<file path="config.mk">
export PLATFORM = sky130hd
export DESIGN_NAME = btpt_ram
export DESIGN_NICKNAME = d
export VERILOG_FILES = /design/src/design/btpt_ram.sv
export SDC_FILE = /design/constraint.sdc
export NUM_CORES = 1
export LEC_CHECK = 0
export BUFFER_PORTS_ARGS = -buffer_cell sky130_fd_sc_hd__buf_2
export CAP_MARGIN = 20
export CORE_ASPECT_RATIO = 1.5
export CORE_MARGIN = 3
export CORE_UTILIZATION = 37
export DETAILED_ROUTE_END_ITERATION = 16
export PLACE_DENSITY = 0.52
export SKIP_CTS_REPAIR_TIMING = 1
export SLEW_MARGIN = 5
export SYNTH_ARGS = -nofsm -noshare
export SYNTH_HDL_FRONTEND = slang
export SYNTH_SLANG_ARGS = --single-unit
</file>
<file path="constraint.sdc">
create_clock -name i_clk -period 2 [get_ports i_clk]
set_clock_uncertainty 0.1 [all_clocks]
set_input_delay 0.4 -clock i_clk [delete_from_list [all_inputs] [get_ports i_clk]]
set_output_delay 0.4 -clock i_clk [all_outputs]
set_load 0.02 [all_outputs]
</file>
<file path="src/design/btpt_ram.sv">
// Generic simple dual-port RAM, one write and one registered read port.
module btpt_ram #(
    parameter int WIDTH = 8,
    parameter int DEPTH = 16
) (
    input  logic                     i_clk,
    input  logic                     i_we,
    input  logic [$clog2(DEPTH)-1:0] i_waddr,
    input  logic [WIDTH-1:0]         i_wdata,
    input  logic [$clog2(DEPTH)-1:0] i_raddr,
    output logic [WIDTH-1:0]         o_rdata
);

    logic [WIDTH-1:0] r_mem [DEPTH];
    logic [WIDTH-1:0] r_q;

    always_ff @(posedge i_clk) begin
        if (i_we) begin
            r_mem[i_waddr] <= i_wdata;
        end
        r_q <= r_mem[i_raddr];
    end

    assign o_rdata = r_q;

endmodule

</file>
# Word level (Yosys, flattened, before mapping)
# Memory sizes are Yosys's and may differ from the RTL's. A register that Yosys moved wholly into a read port is not among the register bits.
# Index checks and enable logic that the tools add are counted.
[op_classes]
muxes = 2
[op_table]
columns = ["cell", "count"]
rows = [
  ["$mux W1", 2],
]
[totals]
reg_bits = 0
ram_bits = 128
in_bits = 18
out_inout_bits = 8
word_cells = 3
mem_count = 1
[mem_list]
columns = ["name", "words", "word_bits", "rd", "rd_ports_with_merged_regs", "write_ports", "line_no", "text"]
rows = [
  ["r_mem", 16, 8, 1, 1, 1, "14", "logic [WIDTH-1:0] r_mem [DEPTH];"],
]

# Logic depth before layout (Yosys ltp)
[logic_depth]
depth_word = 2
depth_mapped = 5
ltp_nobuf = 3

# Worst setup path after synthesis
# No wires, ideal clock.
[synth_path]
kind = "in2reg"
start = "input port i_waddr[2]"
end = "memory r_mem[0][0] (enable)"
setup_ps = 383
arrival_ps = 1510
required_ps = 1517
setup_slack_ps = 7
path_stages = 2
path_buffers = 0
cell_sequence = "or3b_2 nor3_1"
[synth_lines]
columns = ["item", "line_no", "text"]
rows = [
  ["from (decl)", "8", "input logic [$clog2(DEPTH)-1:0] i_waddr,"],
  ["to (decl)", "14", ""],
]
# No word-level cell before the write port.

==> flow_summary_export.csv <==
group,metric,value,unit
status,outcome,"finished clean",
drt,wl,10300,um
power,totalPowerFinal,6830,uW
clock_tree,cts.sinks,136,
layout,synthToLayoutAreaGrowth,22.4,%
timing,fin_ws,0.438,ns
layout,fin_nets,313,
synth,synth_edf_count,128,
clock_tree,root_buffer,"clkbuf_16",
critical_path,crit_required,2.19,ns
grt,use_met2,24.7,%
drt,dr.pass1.iters,4,
synth,synthArstFlopShare,0,%
timing,post-route-period-util,78.1,%
timing,worst_pin_slew,0.427,ns
place,dp_slack,0.00835,ns
clock_tree,clkSlewWorstSetupHoldPaths,0.06,ns
critical_path,ff2ff_setup_slack,0.45,ns
grt,grt_pass1_wl,15900,um
power,p_leak,0.00218,uW
clock_tree,insertion_delay,0.40,ns
critical_path,crit_fanout,16,
critical_path,r2r_start,"r_mem[1][0]",
critical_path,slowest_delay,0.62,ns
layout,layout-drive-gt1-share,34.1,%
timing,final.setup.tns,0,ns
place,gp_congestion,0.753,
timing,finalMaxSlewViolations,0,
floorplanning,die_h,150,um
critical_path,slowest_stage,"mux4_1",
synth,synth.distinct_cells,19,
clock_tree,htree_levels,4,
hold_path,holdPathStages,1,
drt,via_per_inst,5.31,
synth,syn_area,0.00515,sq mm
floorplanning,core.rowCount,52,
grt,grt_pass1_vias,2608,
place,placed_area,0.00567,sq mm
grt,grtUsageMet1,18.9,%
synth,yosys-top-cells-area,"edfxtp_1 75%, mux4_2 7.9%, mux4_1 7.1%",
place,io_buffers,25,
floorplanning,core_area,0.0135,sq mm
clock_tree,cts_buffer_depth,2,
floorplanning,initial_core_util,38.0,%
floorplanning,die-area,0.0154,sq mm
critical_path,startpoint_type,"primary input",
synth,ys_warn_count,0,
synth,synth_top_area_cell,"edfxtp_1",
place,hpwl,7090,um
synth,synth.most_common_cell,"edfxtp_1",
critical_path,reg2reg_depth,3,
synth,synth_seq_cells,136,
timing,slew_headroom,71.5,%
power,ir_drop,486,uV
job,maxCapViolations,0,
hold_path,hold_start,"i_wdata[2]",
hold_path,whs_endpoint,"r_mem[6][2]",
critical_path,arrival,1.75,ns
drt,vias,2497,
drt,dr.first_iter.drc_count,151,
timing,grt_setup_unrepaired,"false",
timing,setup_viol,0,
timing,whs,0.273,ns
floorplanning,ios,26,
clock_tree,cts_tree,"done",
synth,ys.flop_type,"edfxtp_1",
layout,final_cell_area,0.00630,sq mm
grt,grt_util_all_layers,14.9,%
critical_path,critPathKind,"primary input to flop",
timing,max_freq,640,MHz
critical_path,path_cells,"buf_2, buf_12, mux4_1, a22oi_1, nand2_1",
grt,grt_overflow,0,
synth,synth_top_area_share,74.7,%
grt,top_usage_layer,"met2",
layout,diodes,0,
synth,syn_nets,247,
critical_path,end_kind,"flop",
drt,wl_per_cell,22.0,um
power,powerDensity,1080,mW/mm^2
synth,synth_seq_area_share,77.8,%
timing,hold_viol_final,0,
hold_path,hold_path.class,"primary input to flop",
drt,ant_nets,0,
critical_path,timing.rr.end,"o_rdata[0]",
grt,grt_start_max_net_pins,33,
clock_tree,cts_buffers,17,
grt,grt_antenna_before_repair,0,
drt,drcViolationCount,0,
timing,min_period,1.56,ns
synth,synthTopCellsByCount,"128 x edfxtp_1, 18 x mux4_2, 16 x a22oi_1, 14 x mux4_1, 13 x nor2_1",
floorplanning,chipWidth,102,um
synth,syn_avg_cell_area,22.5,sq um
synth,postSynthCellCount,229,
grt,met3_usage,3.85,%
critical path, delay by kind of cell:
kind / cells / cell delay [ns]
AO/OA/AOI/OAI: 1 / 0.34
buffers and inverters: 2 / 0.30
multiplexers: 1 / 0.62
AND/OR/NAND/NOR: 1 / 0.08
power by group:
| group | switching (uW) | internal [uW] |
|---|---|---|
| clock | 1100 | 2200 |
| sequential | 19.4 | 3190 |
| combinational | 190 | 141 |
| total | 1300 | 5530 |
final cells by class:
type                    instances  area, sq um
clock buffers                  18          429
repair buffers                 57          403
well taps                     162          203
clock inverters                14          205
flip-flops and latches        136         4000
fillers                      1152         7230
multi-input cells              83         1060
metrics by stage:
stage                     util, %  cells
after floorplan                 -    229
after global placement       41.9    438
after detailed placement     41.9    438
after CTS                    46.6    470
after global routing         46.6    470
final                        46.6    470
flip-flops by register name (all words and copies together), names as in the netlist:
signal / cells
o_rdata: 8
r_mem: 128
worst max-delay path by stage:
stage / endpoint / slack (ns) / from / cells after the start
detailed placement: o_rdata[0] / 0.008 / i_raddr[0] / 5
global placement: o_rdata[0] / 0.02 / i_raddr[0] / 5
floorplan: r_mem[0][0] / 0.007 / i_waddr[2] / 2
CTS: o_rdata[0] / 0.43 / r_mem[1][0] / 3
global route: o_rdata[5] / 0.38 / i_raddr[0] / 5
finish: o_rdata[0] / 0.44 / i_raddr[0] / 5
per-layer routing:
| metal | vias to the layer above | routed length [um] |
|---|---|---|
| met3 | 7 | 437 |
| met1 | 1316 | 4190 |
| met5 | - | 0 |
| li1 | 1103 | - |
| met4 | 0 | 123 |
| met2 | 71 | 5580 |
cell families after synthesis:
| logic type | synth area share [%] |
|---|---|
| flip-flops | 77.8 |
| AND/OR/NAND/NOR | 3.18 |
| multiplexers | 15.0 |
| AO/OA/AOI/OAI | 2.33 |
| buffers and inverters | 1.68 |
placed cells by master, fill, tap and decap left out, types with 3 or more instances in the layout:
cell       count
buf_12         3
mux4_2        18
edfxtp_1     128
nor2_1        13
clkbuf_16     17
mux4_1        14
nand2_1        9
buf_2         25
clkinv_2       3
buf_4         29
bufinv_16      5
dfxtp_1        8
nor3_1         4
a22oi_1       16
Power figures use the tool's default switching activity.
